**src/rtl/psq_pkg.sv**
```systemverilog
`timescale 1ns / 1ps
package psq_pkg;

  // field and register widths
  localparam int ERR_W   = 16;
  localparam int GAIN_W  = 22;
  localparam int LIMIT_W = 15;
  localparam int SPEED_W = 8;
  localparam int ADDR_W  = 4;
  localparam int DATA_W  = 32;

  // datapath widths
  localparam int ACC_W   = 16;  // clamped integrator, |acc| <= 32767
  localparam int WIDE_W  = 17;  // integrator before clamp, error difference
  localparam int PROD_PW = GAIN_W + 1 + ERR_W;
  localparam int PROD_W  = GAIN_W + 1 + WIDE_W;
  localparam int SUM_W   = 42;
  localparam int FRAC_SH = 20;
  localparam int V_W     = SUM_W - FRAC_SH;

  typedef enum logic [1:0] {
    MODE_STOP  = 2'd0,
    MODE_QUANT = 2'd1,
    MODE_CLAMP = 2'd2,
    MODE_RAW   = 2'd3
  } mode_t;

  typedef enum logic [1:0] {
    REG_GAIN_PROP   = 2'd0,
    REG_GAIN_INTEG  = 2'd1,
    REG_GAIN_DERIV  = 2'd2,
    REG_INTEG_LIMIT = 2'd3
  } reg_idx_t;

  typedef struct packed {
    logic [GAIN_W-1:0]  gain_prop;
    logic [GAIN_W-1:0]  gain_integ;
    logic [GAIN_W-1:0]  gain_deriv;
    logic [LIMIT_W-1:0] integ_limit;
  } cfg_t;

  typedef struct packed {
    logic signed [ERR_W-1:0] steer;
    logic [SPEED_W-1:0]      speed;
  } qres_t;

  localparam logic [GAIN_W-1:0]  RST_GAIN_PROP   = 22'd943718;
  localparam logic [GAIN_W-1:0]  RST_GAIN_INTEG  = 22'd105;
  localparam logic [GAIN_W-1:0]  RST_GAIN_DERIV  = 22'd10486;
  localparam logic [LIMIT_W-1:0] RST_INTEG_LIMIT = 15'd12800;

  localparam logic [SPEED_W-1:0] SPEED_STOP = 8'd0;
  localparam logic [SPEED_W-1:0] SPEED_120  = 8'd120;
  localparam logic [SPEED_W-1:0] SPEED_130  = 8'd130;
  localparam logic [SPEED_W-1:0] SPEED_140  = 8'd140;
  localparam logic [SPEED_W-1:0] SPEED_150  = 8'd150;
  localparam logic [SPEED_W-1:0] SPEED_160  = 8'd160;

  // q8.8 thresholds on the rounded pid sum
  localparam logic signed [V_W-1:0] V_DEAD  = 22'sd1280;    // 5
  localparam logic signed [V_W-1:0] V_EDGE1 = 22'sd3840;    // 15
  localparam logic signed [V_W-1:0] V_EDGE2 = 22'sd6400;    // 25
  localparam logic signed [V_W-1:0] V_EDGE3 = 22'sd8960;    // 35
  localparam logic signed [V_W-1:0] V_EDGE4 = 22'sd11520;   // 45
  localparam logic signed [V_W-1:0] V_EDGE5 = 22'sd14080;   // 55
  localparam logic signed [V_W-1:0] V_CLAMP = 22'sd15360;   // 60
  localparam logic signed [V_W-1:0] V_S16_MAX = 22'sd32767;
  localparam logic signed [V_W-1:0] V_S16_MIN = -22'sd32768;

  localparam logic signed [ERR_W-1:0] STEER_10 = 16'sd2560;
  localparam logic signed [ERR_W-1:0] STEER_20 = 16'sd5120;
  localparam logic signed [ERR_W-1:0] STEER_30 = 16'sd7680;
  localparam logic signed [ERR_W-1:0] STEER_40 = 16'sd10240;
  localparam logic signed [ERR_W-1:0] STEER_50 = 16'sd12800;
  localparam logic signed [ERR_W-1:0] STEER_60 = 16'sd15360;

  // snap to multiples of 10 with a +/-5 dead band and speed per bin
  function automatic qres_t quantize(input logic signed [V_W-1:0] v);
    logic signed [V_W-1:0] mag;
    qres_t r;
    mag = v[V_W-1] ? -v : v;
    if (mag <= V_DEAD) begin
      r.steer = '0;
      r.speed = SPEED_160;
    end else begin
      if (mag <= V_EDGE1) begin
        r.steer = STEER_10;
        r.speed = SPEED_150;
      end else if (mag <= V_EDGE2) begin
        r.steer = STEER_20;
        r.speed = SPEED_150;
      end else if (mag <= V_EDGE3) begin
        r.steer = STEER_30;
        r.speed = SPEED_140;
      end else if (mag <= V_EDGE4) begin
        r.steer = STEER_40;
        r.speed = SPEED_140;
      end else if (mag <= V_EDGE5) begin
        r.steer = STEER_50;
        r.speed = SPEED_130;
      end else begin
        r.steer = STEER_60;
        r.speed = SPEED_120;
      end
      if (v[V_W-1]) begin
        r.steer = -r.steer;
      end
    end
    return r;
  endfunction

endpackage

```
**src/rtl/psq_in_if.sv**
```systemverilog
`timescale 1ns / 1ps
interface psq_in_if;
  logic        valid;
  logic        ready;
  logic [15:0] error_in;
  logic [1:0]  mode;

  modport source (output valid, output error_in, output mode, input ready);
  modport sink   (input valid, input error_in, input mode, output ready);
endinterface

```
**src/rtl/psq_out_if.sv**
```systemverilog
`timescale 1ns / 1ps
interface psq_out_if;
  logic        valid;
  logic        ready;
  logic [15:0] steer;
  logic [7:0]  speed_centi;

  modport source (output valid, output steer, output speed_centi, input ready);
  modport sink   (input valid, input steer, input speed_centi, output ready);
endinterface

```
**src/rtl/psq_cfg_regs.sv**
```systemverilog
`timescale 1ns / 1ps
module psq_cfg_regs
  import psq_pkg::*;
(
  input  logic              clk,
  input  logic              rst_n,
  input  logic              psel,
  input  logic              penable,
  input  logic              pwrite,
  input  logic [ADDR_W-1:0] paddr,
  input  logic [DATA_W-1:0] pwdata,
  output logic [DATA_W-1:0] prdata,
  output logic              pready,
  output cfg_t              cfg
);

  cfg_t     cfg_r;
  reg_idx_t idx;
  logic     wr_en;

  assign idx    = reg_idx_t'(paddr[3:2]);
  assign pready = 1'b1;
  assign wr_en  = psel && penable && pwrite;
  assign cfg    = cfg_r;

  always_ff @(posedge clk) begin
    if (!rst_n) begin
      cfg_r.gain_prop   <= RST_GAIN_PROP;
      cfg_r.gain_integ  <= RST_GAIN_INTEG;
      cfg_r.gain_deriv  <= RST_GAIN_DERIV;
      cfg_r.integ_limit <= RST_INTEG_LIMIT;
    end else if (wr_en) begin
      case (idx)
        REG_GAIN_PROP:   cfg_r.gain_prop   <= pwdata[GAIN_W-1:0];
        REG_GAIN_INTEG:  cfg_r.gain_integ  <= pwdata[GAIN_W-1:0];
        REG_GAIN_DERIV:  cfg_r.gain_deriv  <= pwdata[GAIN_W-1:0];
        REG_INTEG_LIMIT: cfg_r.integ_limit <= pwdata[LIMIT_W-1:0];
        default: ;
      endcase
    end
  end

  always_comb begin
    case (idx)
      REG_GAIN_PROP:   prdata = DATA_W'(cfg_r.gain_prop);
      REG_GAIN_INTEG:  prdata = DATA_W'(cfg_r.gain_integ);
      REG_GAIN_DERIV:  prdata = DATA_W'(cfg_r.gain_deriv);
      REG_INTEG_LIMIT: prdata = DATA_W'(cfg_r.integ_limit);
      default:         prdata = '0;
    endcase
  end

endmodule

```
**src/rtl/pid_steer_quantizer_unit.sv**
```systemverilog
`timescale 1ns / 1ps
// an input beat passes through the input register (s0) and the output register to its result beat on out_ch
// throughput: one beat per cycle while out_ch is ready; the integrator add and clamp loop is combinational
// the three gain products, their sum and the mode stage sit between the input
// and output registers
// reset (rst_n low, synchronous): integrator, previous error and speed level
// clear to zero, gains and limit load their defaults, both pipeline stages empty
module pid_steer_quantizer_unit
  import psq_pkg::*;
(
  input  logic              clk,
  input  logic              rst_n,
  psq_in_if.sink            in_ch,
  psq_out_if.source         out_ch,
  input  logic              psel,
  input  logic              penable,
  input  logic              pwrite,
  input  logic [ADDR_W-1:0] paddr,
  input  logic [DATA_W-1:0] pwdata,
  output logic [DATA_W-1:0] prdata,
  output logic              pready
);

  cfg_t cfg;

  // register file on the apb side
  psq_cfg_regs u_cfg (
    .clk     (clk),
    .rst_n   (rst_n),
    .psel    (psel),
    .penable (penable),
    .pwrite  (pwrite),
    .paddr   (paddr),
    .pwdata  (pwdata),
    .prdata  (prdata),
    .pready  (pready),
    .cfg     (cfg)
  );

  // ---------------------------------------------------------------------------
  // pipeline control: input register (s0) feeding the output register
  // ---------------------------------------------------------------------------
  logic                    s0_valid_r;
  logic signed [ERR_W-1:0] s0_err_r;
  mode_t                   s0_mode_r;

  logic                    out_valid_r;
  logic signed [ERR_W-1:0] out_steer_r;
  logic [SPEED_W-1:0]      out_speed_r;

  logic out_adv;   // output register can take a new beat
  logic step_en;   // s0 beat moves into the output register this cycle
  logic in_take;

  assign out_adv  = !out_valid_r || out_ch.ready;
  assign step_en  = s0_valid_r && out_adv;
  assign in_ch.ready = !s0_valid_r || out_adv;
  assign in_take  = in_ch.valid && in_ch.ready;

  always_ff @(posedge clk) begin
    if (!rst_n) begin
      s0_valid_r <= 1'b0;
    end else if (in_ch.ready) begin
      s0_valid_r <= in_ch.valid;
    end
  end

  // payload only loads on an accepted beat
  always_ff @(posedge clk) begin
    if (in_take) begin
      s0_err_r  <= signed'(in_ch.error_in);
      s0_mode_r <= mode_t'(in_ch.mode);
    end
  end

  // ---------------------------------------------------------------------------
  // controller state
  // ---------------------------------------------------------------------------
  logic signed [ACC_W-1:0] acc_r, acc_nxt;
  logic signed [ERR_W-1:0] prev_r;
  logic [SPEED_W-1:0]      speed_r, speed_nxt;

  // integrator updated first, then the pid sum uses the unclamped value
  logic signed [WIDE_W-1:0]  acc_sum;
  logic signed [WIDE_W-1:0]  diff;
  logic signed [WIDE_W-1:0]  lim_pos;
  logic signed [WIDE_W-1:0]  lim_neg;

  assign acc_sum = WIDE_W'(acc_r) + WIDE_W'(s0_err_r);
  assign diff    = WIDE_W'(s0_err_r) - WIDE_W'(prev_r);
  assign lim_pos = signed'({2'b00, cfg.integ_limit});
  assign lim_neg = -lim_pos;

  // clamp after the sum is formed; limit always fits the 16 bit integrator
  always_comb begin
    if (acc_sum < lim_neg) begin
      acc_nxt = lim_neg[ACC_W-1:0];
    end else if (acc_sum > lim_pos) begin
      acc_nxt = lim_pos[ACC_W-1:0];
    end else begin
      acc_nxt = acc_sum[ACC_W-1:0];
    end
  end

  // three independent products, q2.20 gains against q8.8 terms
  logic signed [PROD_PW-1:0] p_prop;
  logic signed [PROD_W-1:0]  p_integ;
  logic signed [PROD_W-1:0]  p_deriv;
  logic signed [SUM_W-1:0]   sum_rnd;
  logic signed [V_W-1:0]     v;

  assign p_prop  = signed'({1'b0, cfg.gain_prop})  * s0_err_r;
  assign p_integ = signed'({1'b0, cfg.gain_integ}) * acc_sum;
  assign p_deriv = signed'({1'b0, cfg.gain_deriv}) * diff;

  // round to nearest, ties toward plus infinity, back to q14.8
  assign sum_rnd = SUM_W'(p_prop) + SUM_W'(p_integ) + SUM_W'(p_deriv)
                 + signed'(SUM_W'(1) << (FRAC_SH - 1));
  assign v       = sum_rnd[SUM_W-1:FRAC_SH];

  // ---------------------------------------------------------------------------
  // mode stage
  // ---------------------------------------------------------------------------
  qres_t                   qres;
  logic signed [ERR_W-1:0] steer_nxt;

  assign qres = quantize(v);

  always_comb begin
    steer_nxt = '0;
    speed_nxt = speed_r;
    case (s0_mode_r)
      MODE_STOP: begin
        steer_nxt = '0;
        speed_nxt = SPEED_STOP;
      end
      MODE_QUANT: begin
        steer_nxt = qres.steer;
        speed_nxt = qres.speed;
      end
      MODE_CLAMP: begin
        if (v < -V_CLAMP) begin
          steer_nxt = -V_CLAMP[ERR_W-1:0];
        end else if (v > V_CLAMP) begin
          steer_nxt = V_CLAMP[ERR_W-1:0];
        end else begin
          steer_nxt = v[ERR_W-1:0];
        end
        speed_nxt = SPEED_120;
      end
      MODE_RAW: begin
        // saturate to the output range, speed level kept
        if (v < V_S16_MIN) begin
          steer_nxt = V_S16_MIN[ERR_W-1:0];
        end else if (v > V_S16_MAX) begin
          steer_nxt = V_S16_MAX[ERR_W-1:0];
        end else begin
          steer_nxt = v[ERR_W-1:0];
        end
      end
      default: begin
        steer_nxt = '0;
        speed_nxt = speed_r;
      end
    endcase
  end

  // state advances with the beat that leaves s0
  always_ff @(posedge clk) begin
    if (!rst_n) begin
      acc_r   <= '0;
      prev_r  <= '0;
      speed_r <= '0;
    end else if (step_en) begin
      acc_r   <= acc_nxt;
      prev_r  <= s0_err_r;
      speed_r <= speed_nxt;
    end
  end

  // output register
  always_ff @(posedge clk) begin
    if (!rst_n) begin
      out_valid_r <= 1'b0;
    end else if (out_adv) begin
      out_valid_r <= s0_valid_r;
    end
  end

  always_ff @(posedge clk) begin
    if (step_en) begin
      out_steer_r <= steer_nxt;
      out_speed_r <= speed_nxt;
    end
  end

  assign out_ch.valid       = out_valid_r;
  assign out_ch.steer       = out_steer_r;
  assign out_ch.speed_centi = out_speed_r;

  // ---------------------------------------------------------------------------
  // assertions
  // ---------------------------------------------------------------------------

  // integrator sits inside the limit that applied at its last update
  a_integ_clamped: assert property (@(posedge clk) disable iff (!rst_n)
    $past(step_en) |->
      (WIDE_W'(acc_r) <= signed'({2'b00, $past(cfg.integ_limit)})) &&
      (WIDE_W'(acc_r) >= -signed'({2'b00, $past(cfg.integ_limit)})))
    else $error("integrator outside clamp");

  // a result only appears when s0 held a beat
  a_out_from_s0: assert property (@(posedge clk) disable iff (!rst_n)
    $rose(out_valid_r) |-> $past(s0_valid_r))
    else $error("result without source beat");

  // speed only takes the defined levels
  a_speed_levels: assert property (@(posedge clk) disable iff (!rst_n)
    out_valid_r |->
      (out_speed_r == SPEED_STOP) || (out_speed_r == SPEED_120) ||
      (out_speed_r == SPEED_130) || (out_speed_r == SPEED_140) ||
      (out_speed_r == SPEED_150) || (out_speed_r == SPEED_160))
    else $error("speed level out of set");

endmodule

```
**src/flat_wrapper.sv**
```systemverilog
// flat-port wrapper written by rule: the top's interface ports become plain ports
module pid_steer_quantizer_unit_flat import psq_pkg::*;
  (clk, rst_n, psel, penable, pwrite, paddr, pwdata, prdata, pready, in_ch_valid, in_ch_error_in, in_ch_mode, in_ch_ready, out_ch_valid, out_ch_steer, out_ch_speed_centi, out_ch_ready);
  psq_in_if in_ch_i ();
  psq_out_if out_ch_i ();
  input  logic clk;
  input  logic rst_n;
  input  logic psel;
  input  logic penable;
  input  logic pwrite;
  input  logic [ADDR_W-1:0] paddr;
  input  logic [DATA_W-1:0] pwdata;
  output logic [DATA_W-1:0] prdata;
  output logic pready;
  input wire logic [$bits(in_ch_i.valid)-1:0] in_ch_valid;
  input wire logic [$bits(in_ch_i.error_in)-1:0] in_ch_error_in;
  input wire logic [$bits(in_ch_i.mode)-1:0] in_ch_mode;
  output wire logic [$bits(in_ch_i.ready)-1:0] in_ch_ready;
  output wire logic [$bits(out_ch_i.valid)-1:0] out_ch_valid;
  output wire logic [$bits(out_ch_i.steer)-1:0] out_ch_steer;
  output wire logic [$bits(out_ch_i.speed_centi)-1:0] out_ch_speed_centi;
  input wire logic [$bits(out_ch_i.ready)-1:0] out_ch_ready;
  assign in_ch_i.valid = in_ch_valid;
  assign in_ch_i.error_in = in_ch_error_in;
  assign in_ch_i.mode = in_ch_mode;
  assign in_ch_ready = in_ch_i.ready;
  assign out_ch_valid = out_ch_i.valid;
  assign out_ch_steer = out_ch_i.steer;
  assign out_ch_speed_centi = out_ch_i.speed_centi;
  assign out_ch_i.ready = out_ch_ready;
  pid_steer_quantizer_unit u_core (.clk(clk), .rst_n(rst_n), .in_ch(in_ch_i), .out_ch(out_ch_i), .psel(psel), .penable(penable), .pwrite(pwrite), .paddr(paddr), .pwdata(pwdata), .prdata(prdata), .pready(pready));
endmodule
```
**config.mk**
```make
export PLATFORM = sky130hd
export DESIGN_NAME = pid_steer_quantizer_unit_flat
export DESIGN_NICKNAME = d
export VERILOG_FILES = /design/src/rtl/psq_pkg.sv /design/src/rtl/psq_in_if.sv /design/src/rtl/psq_out_if.sv /design/src/rtl/psq_cfg_regs.sv /design/src/rtl/pid_steer_quantizer_unit.sv /design/src/flat_wrapper.sv
export SDC_FILE = /design/constraint.sdc
export NUM_CORES = 2
export LEC_CHECK = 0
export BUFFER_PORTS_ARGS = -buffer_cell sky130_fd_sc_hd__buf_4
export CAP_MARGIN = 10
export CORE_ASPECT_RATIO = 0.6
export CORE_MARGIN = 1.5
export CORE_UTILIZATION = 30
export DETAILED_ROUTE_END_ITERATION = 6
export PLACE_DENSITY_LB_ADDON = 0.15
export SLEW_MARGIN = 20
export SYNTH_ARGS = -nofsm -noshare
export SYNTH_HDL_FRONTEND = slang
export SYNTH_SLANG_ARGS = --single-unit
```
**constraint.sdc**
```tcl
create_clock -name clk -period 17.86 [get_ports clk]
set_clock_uncertainty 0.2 [all_clocks]
set_input_delay 3.572 -clock clk [delete_from_list [all_inputs] [get_ports clk]]
set_output_delay 3.572 -clock clk [all_outputs]
set_load 0.02 [all_outputs]
```
; ---- Yosys cells after proc, flatten, opt, wreduce, memory -nomap -nowiden
; Index checks and enable logic that the tools add are counted.
[totals]
in_bits = 61
out_inout_bits = 59
elab_cells = 74
regBits = 165
[classes]
order_cmp = 12
n_reduce_logical = 14
multipliers = 3
n_addsub = 8
n_mux = 18
eq_ne = 6
[op_table]
columns = cell, count
row1 = $mux W24, 6
row2 = $pmux W32 S4, 1
row3 = $mux W16, 7
row4 = $mul A23 B17 Y40, 2
row5 = $le A22 B15 Y1 const B, 3
row6 = $pmux W16 S4, 1
row7 = $add A41 B40 Y42, 1
row8 = $add A42 B21 Y42 const B, 1
row9 = $add A39 B40 Y41, 1
row10 = $mul A23 B16 Y39, 1
row11 = $pmux W8 S3, 1
row12 = $gt A22 B15 Y1 const B, 1
row13 = $gt A22 B16 Y1 const B, 1
row14 = $le A22 B12 Y1 const B, 1
row15 = $le A22 B13 Y1 const B, 1
row16 = $le A22 B14 Y1 const B, 1
row17 = $lt A22 B15 Y1 const B, 1
row18 = $lt A22 B16 Y1 const B, 1
row19 = $mux W22, 1
row20 = $neg A22 Y22, 1
row21 = $mux W20, 1
row22 = $add A16 B16 Y17, 1
row23 = $gt A17 B16 Y1, 1
row24 = $lt A17 B17 Y1, 1
row25 = other kinds (10), 23

; ---- Logic depth before layout (Yosys ltp)
[logic_depth]
depth_word = 18
depth_mapped = 60

; ---- By module
; From an unflattened synthesis, not the netlist that was laid out.
[unflattened]
cells_unflattened = 5495
area_unflattened_um2 = 49017.0
[by_module_without_submodules]
columns = mod, cells_each, n_inst, seq_area_each_um2, area_per_inst_um2
row1 = pid_steer_quantizer_unit, 5116, 1, 2102.0, 45193.3
row2 = psq_cfg_regs, 379, 1, 1621.6, 3823.7

; ---- Least setup slack after synthesis
; OpenSTA, ideal clock, no wires.
[synth_path]
kind = register to register
from = register u_core.s0_err_r[0]
to = register u_core.out_steer_r[10] (netlist: u_core.out_ch.steer[10]), data pin
path_slack_ns = 4.677
path_stages_with_launch = 54
setup_ns = 0.262
period_less_slack_ns = 13.183
arrival_time_ns = 12.722
t_required_ns = 17.398
cell_sequence = edfxtp_1 clkbuf_1 inv_1 ha_1 nor2b_1 o21ai_0 a21boi_0 o21ai_0 a21boi_0 o21ai_0 a21boi_0 o21ai_0 a21boi_0 o21a_1 o21ai_0 a21oi_1 o21a_1 o21a_1 [... 18 more ...] a2111o_1 a21oi_1 nor2_1 inv_1 ha_1 o31ai_1 a211oi_2 nand3_1 nor2_1 a211o_1 o211ai_1 or4_4 buf_6 or3_1 and3_1 ha_1 a221oi_1 nor2_1
[synth_between]
elab_chain_len = 18
word_cells_on_any_way = 34
[synth_rtl]
columns = element, line_no
row1 = "start, declared", pid_steer_quantizer_unit.sv:44  ; logic signed [ERR_W-1:0] s0_err_r;
row2 = "start signal, assigned", pid_steer_quantizer_unit.sv:71  ; s0_err_r <= signed'(in_ch.error_in);
row3 = $add A16 B16 Y17, pid_steer_quantizer_unit.sv:89  ; assign acc_sum = WIDE_W'(acc_r) + WIDE_W'(s0_err_r);
row4 = $mul A23 B17 Y40, pid_steer_quantizer_unit.sv:113  ; assign p_integ = signed'({1'b0, cfg.gain_integ}) * acc_sum;
row5 = $add A39 B40 Y41, pid_steer_quantizer_unit.sv:117  ; assign sum_rnd = SUM_W'(p_prop) + SUM_W'(p_integ) + SUM_W'(p_deriv)
row6 = $add A41 B40 Y42 *, pid_steer_quantizer_unit.sv:117
row7 = $add A42 B21 Y42 *, pid_steer_quantizer_unit.sv:118  ; + signed'(SUM_W'(1) << (FRAC_SH - 1));
row8 = $neg A22 Y22, psq_pkg.sv:81  ; mag = v[V_W-1] ? -v : v;
row9 = $mux W22, psq_pkg.sv:81
row10 = $le A22 B15 Y1, psq_pkg.sv:98  ; end else if (mag <= V_EDGE5) begin
row11 = [... 3 more ...], --
row12 = $mux W24, psq_pkg.sv:89  ; end else if (mag <= V_EDGE2) begin
row13 = $mux W24, psq_pkg.sv:86  ; if (mag <= V_EDGE1) begin
row14 = $mux W24, psq_pkg.sv:82  ; if (mag <= V_DEAD) begin
row15 = $neg A16 Y16, psq_pkg.sv:106  ; r.steer = -r.steer;
row16 = $mux W16, psq_pkg.sv:105  ; if (v[V_W-1]) begin
row17 = $mux W24, psq_pkg.sv:82
row18 = $pmux W16 S4 *, pid_steer_quantizer_unit.sv:132  ; case (s0_mode_r)
row19 = net u_core.steer_nxt[10], pid_steer_quantizer_unit.sv:125  ; logic signed [ERR_W-1:0] steer_nxt;
row20 = "end signal, assigned", pid_steer_quantizer_unit.sv:192  ; out_steer_r <= steer_nxt;
row21 = "end, declared", pid_steer_quantizer_unit.sv:48  ; logic signed [ERR_W-1:0] out_steer_r;
; Mark *: on every way through the listed nets, which the timed path passes. The rest lies on a longest branch. The select of a mux whose other input is x is not followed.
; A chain may end at the register's enable or synchronous reset.

; ---- Worst setup path after layout
[layout_path]
from = register u_core.s0_err_r[1]
to = register u_core.out_steer_r[10] (netlist: u_core.out_ch.steer[10]), data pin
; Same word-level chain as after synthesis.

==> flow_summary.rst <==
.. list-table::
   :header-rows: 1

   * - Metric
     - Value
   * - Highest-count cells in the layout ignoring fill and taps
     - 1195 x sky130_fd_sc_hd__inv_1, 1032 x sky130_fd_sc_hd__fa_1, 952 x sky130_fd_sc_hd__nand2_1
   * - Number of search-and-repair iterations in the first detailed-routing pass
     - 5
   * - Netlist cell types
     - slightly below 90
   * - CP Buf/Inv Count
     - 6
   * - Setup repair after global routing missed its margin
     - no
   * - Vertical die dimension
     - about 310 microns
   * - Sequential-to-total area share from yosys stat
     - 0.0781
   * - Worst-path fanout max
     - 22
   * - Weighted congestion reported at the end of routability-driven placement
     - between 0.8 and 0.9
   * - Number of storage elements in the synthesis netlist
     - 165
   * - Leading register cell type out of synthesis
     - sky130_fd_sc_hd__dfxtp_1
   * - Average via count per standard cell
     - about 4.8
   * - Mapped Area
     - roughly 48000 sq um
   * - Crit Path Class
     - register to register
   * - Timing-limited maximum frequency
     - between 60 and 70 MHz
   * - Floorplan die area
     - between 150000 and 200000 sq um
   * - Syn Inst Count
     - roughly 5400
   * - Final #Nets
     - around 6900
   * - Clock edge transition at the registers on the reported setup and hold paths
     - approximately 0.07 ns
   * - Syn-to-layout area delta
     - 8.63%
   * - Area of the multi-input gates
     - 38500 sq um
   * - Final-report hold violation count
     - 0
   * - Initial Util
     - 0.302
   * - Cell type with the largest total area after synthesis
     - sky130_fd_sc_hd__fa_1
   * - Setup violation total in the final timing report
     - 0
   * - Number of I/O pins
     - 120
   * - Global-route wire length before repair
     - between 200 and 300 mm
   * - Number of flops mapped to enable cells by yosys
     - 42
   * - Post-route antenna net violation count
     - 0
   * - Total negative slack for setup checks
     - 0 ns
   * - Hold-fix buffers, CTS
     - 0
   * - Die W
     - 518 microns
   * - Core occupancy in the finished layout
     - 0.328
   * - Yosys warns
     - 0
   * - TritonCTS buffer count
     - 25
   * - Yosys top cell area share
     - 0.434
   * - Root Buffer
     - sky130_fd_sc_hd__clkbuf_16
   * - Required arrival time at the worst endpoint
     - 17.96 ns
   * - Max-slew headroom
     - 0.206
   * - Post-route DRC
     - 0
   * - TritonCTS Sinks
     - ~170
   * - Gr usage total
     - 0.218
   * - Total overflow reported by the global router
     - 0
   * - Wire length per cell after detailed routing
     - about 23 microns
   * - Via count of the routed design
     - 36200
   * - Insertion delay to the later sink of the worst-skew pair
     - roughly 0.57 ns
   * - Flip-flop and latch area
     - 3720 sq um
   * - Nature of the critical path startpoint
     - register
   * - Critical Path Most Common Cell
     - sky130_fd_sc_hd__fa_1
   * - Number of buffers added on ports
     - 96
   * - Clock tree from TritonCTS
     - done
   * - Mean Syn Cell Area
     - a little under 9 sq um
   * - Transition time of the tightest slew-check pin
     - approximately 1.2 ns
   * - Number of slew-limit violations in the final report
     - 0
   * - Maximum number of pins on one net before global-route repair
     - 53
   * - Clock period minus final worst setup slack
     - between 15 and 20 ns
   * - Proportion of synthesized flip-flops having asynchronous set or reset
     - 0
   * - Hold/Removal Path Class
     - register to register
   * - Slowest cell on crit path
     - sky130_fd_sc_hd__edfxtp_1
   * - FILL cells
     - roughly 17000
   * - Share of cells above drive strength 1
     - 0.0647
   * - Post-cts sizing count
     - 0
   * - Half-perimeter wire length of the detailed placement result
     - between 100 and 150 mm
   * - Run status
     - finished clean
   * - Share of the clock period used by the worst path
     - 0.920
   * - Max Cap Violations
     - 0
   * - Data arrival time of the critical path
     - 16.52 ns
   * - Top cells by area in the synthesized netlist
     - sky130_fd_sc_hd__fa_1 43%, sky130_fd_sc_hd__ha_1 11%, sky130_fd_sc_hd__inv_1 9.4%, sky130_fd_sc_hd__nand2_1 7.5%, sky130_fd_sc_hd__dfxtp_1 5.2%
   * - Cell Rows
     - between 100 and 150
   * - Starting DRC count in detailed routing
     - approximately 2800
   * - Total wirelength of the detailed-routed design
     - 171 mm
   * - Initial antenna violation count
     - 15
   * - Number of buffers inserted to repair setup after CTS
     - 0
   * - Number of global-route vias before repair
     - 38100
   * - Core region area
     - between 150000 and 200000 sq um
   * - Largest delay share family, worst path
     - adder cells
   * - Type of destination of the critical path
     - register
   * - H-Tree Depth
     - 4
   * - Max incr delay on CP
     - 1.05 ns
   * - Deepest clock path buffer count
     - 3
   * - Most frequent standard cell in the layout excluding fill and tap cells
     - sky130_fd_sc_hd__inv_1
per-stage QoR:
| step | area (sq um) | hold slack, ns | std cells | worst slack [ns] |
|---|---|---|---|---|
| after detailed placement | 51100 | 0.248 | 7485 | 1.72 |
| after global placement | 51100 | 0.242 | 7485 | 1.85 |
| after floorplan | 47700 | 0.236 | 5435 | 4.68 |
| final | 51800 | 0.255 | 7523 | 1.44 |
| after global routing | 51800 | 0.276 | 7519 | 0.661 |
| after CTS | 51700 | 0.255 | 7518 | 1.65 |
sequential cells by signal (all words and copies together) (netlist names):
signal	flops
u_core.s0_err_r	16
u_core.acc_r	16
u_core.s0_mode_r	2
u_core.speed_r	8
u_core.s0_valid_r	1
u_core.prev_r	16
u_core.out_ch.steer	16
u_core.out_ch.speed_centi	8
u_core.u_cfg.cfg	81
u_core.out_ch.valid	1
cell usage after synthesis (13+ instances only):
cell,instances
sky130_fd_sc_hd__nand2b_1,36
sky130_fd_sc_hd__nand2_1,952
sky130_fd_sc_hd__o21ai_0,88
sky130_fd_sc_hd__mux4_2,15
sky130_fd_sc_hd__a21oi_1,167
sky130_fd_sc_hd__or3b_2,18
sky130_fd_sc_hd__o21a_1,35
sky130_fd_sc_hd__clkbuf_1,265
sky130_fd_sc_hd__a211oi_1,17
sky130_fd_sc_hd__nand4_1,22
sky130_fd_sc_hd__xnor2_1,46
sky130_fd_sc_hd__nor3_1,34
sky130_fd_sc_hd__nor2_1,135
sky130_fd_sc_hd__and3_1,17
sky130_fd_sc_hd__or3_1,13
sky130_fd_sc_hd__buf_1,17
sky130_fd_sc_hd__nand3_1,66
sky130_fd_sc_hd__ha_1,420
sky130_fd_sc_hd__mux2i_1,14
sky130_fd_sc_hd__nor2b_1,42
sky130_fd_sc_hd__fa_1,1032
sky130_fd_sc_hd__inv_1,1196
sky130_fd_sc_hd__and2_1,338
sky130_fd_sc_hd__o211ai_1,20
sky130_fd_sc_hd__edfxtp_1,42
sky130_fd_sc_hd__a21o_1,13
sky130_fd_sc_hd__dfxtp_1,123
worst paths after layout:
path	from	endpoint	slack [ns]	depth (start not counted)
setup / recovery	u_core.s0_err_r[1]	u_core.out_ch.steer[10]	1.44	47
hold / removal	u_core.prev_r[15]	u_core.prev_r[15]	0.26	2
setup reg to reg	u_core.s0_err_r[1]	u_core.out_ch.steer[10]	1.44	47
hold reg to reg	u_core.prev_r[15]	u_core.prev_r[15]	0.26	2
worst min-delay path: cells and delay by family (launching register included):
| kind | cells | cell delay (ns) |
|---|---|---|
| DFF | 1 | 0.30 |
| AOI/OAI and AO/OA | 1 | 0.05 |
| and+or+nand+nor | 1 | 0.05 |
layer usage:
layer,global-route usage,wire length [microns],vias up
li1,-,-,16200
met1,0.344,86900,18700
met3,0.0453,14100,61
met4,0.0321,2350,2
met2,0.303,67100,1149
met5,0,3,-
cell families after synthesis:
kind of cell | synth area share
multiplexers | 0.0105
other | 0.000158
adder cells (fa/ha/maj) | 0.544
flip-flops | 0.0781
XOR/XNOR | 0.0107
AND/OR/NAND/NOR | 0.170
AO/OA/AOI/OAI | 0.0669
buffers and inverters | 0.120
area by class of cell:
class / count / area share
clock inverter: 3 / 0.000338
tap: 2127 / 0.0514
inverter: 1197 / 0.0868
antenna: 4 / 0.000193
timing repair buffer: 226 / 0.0328
multi-input combinational: 3771 / 0.744
sequential: 165 / 0.0719
clock buffer: 30 / 0.0126
Power is left out: the tool's default activity adds up to more than one toggle a clock period on the data nets, which glitch-free logic cannot reach.
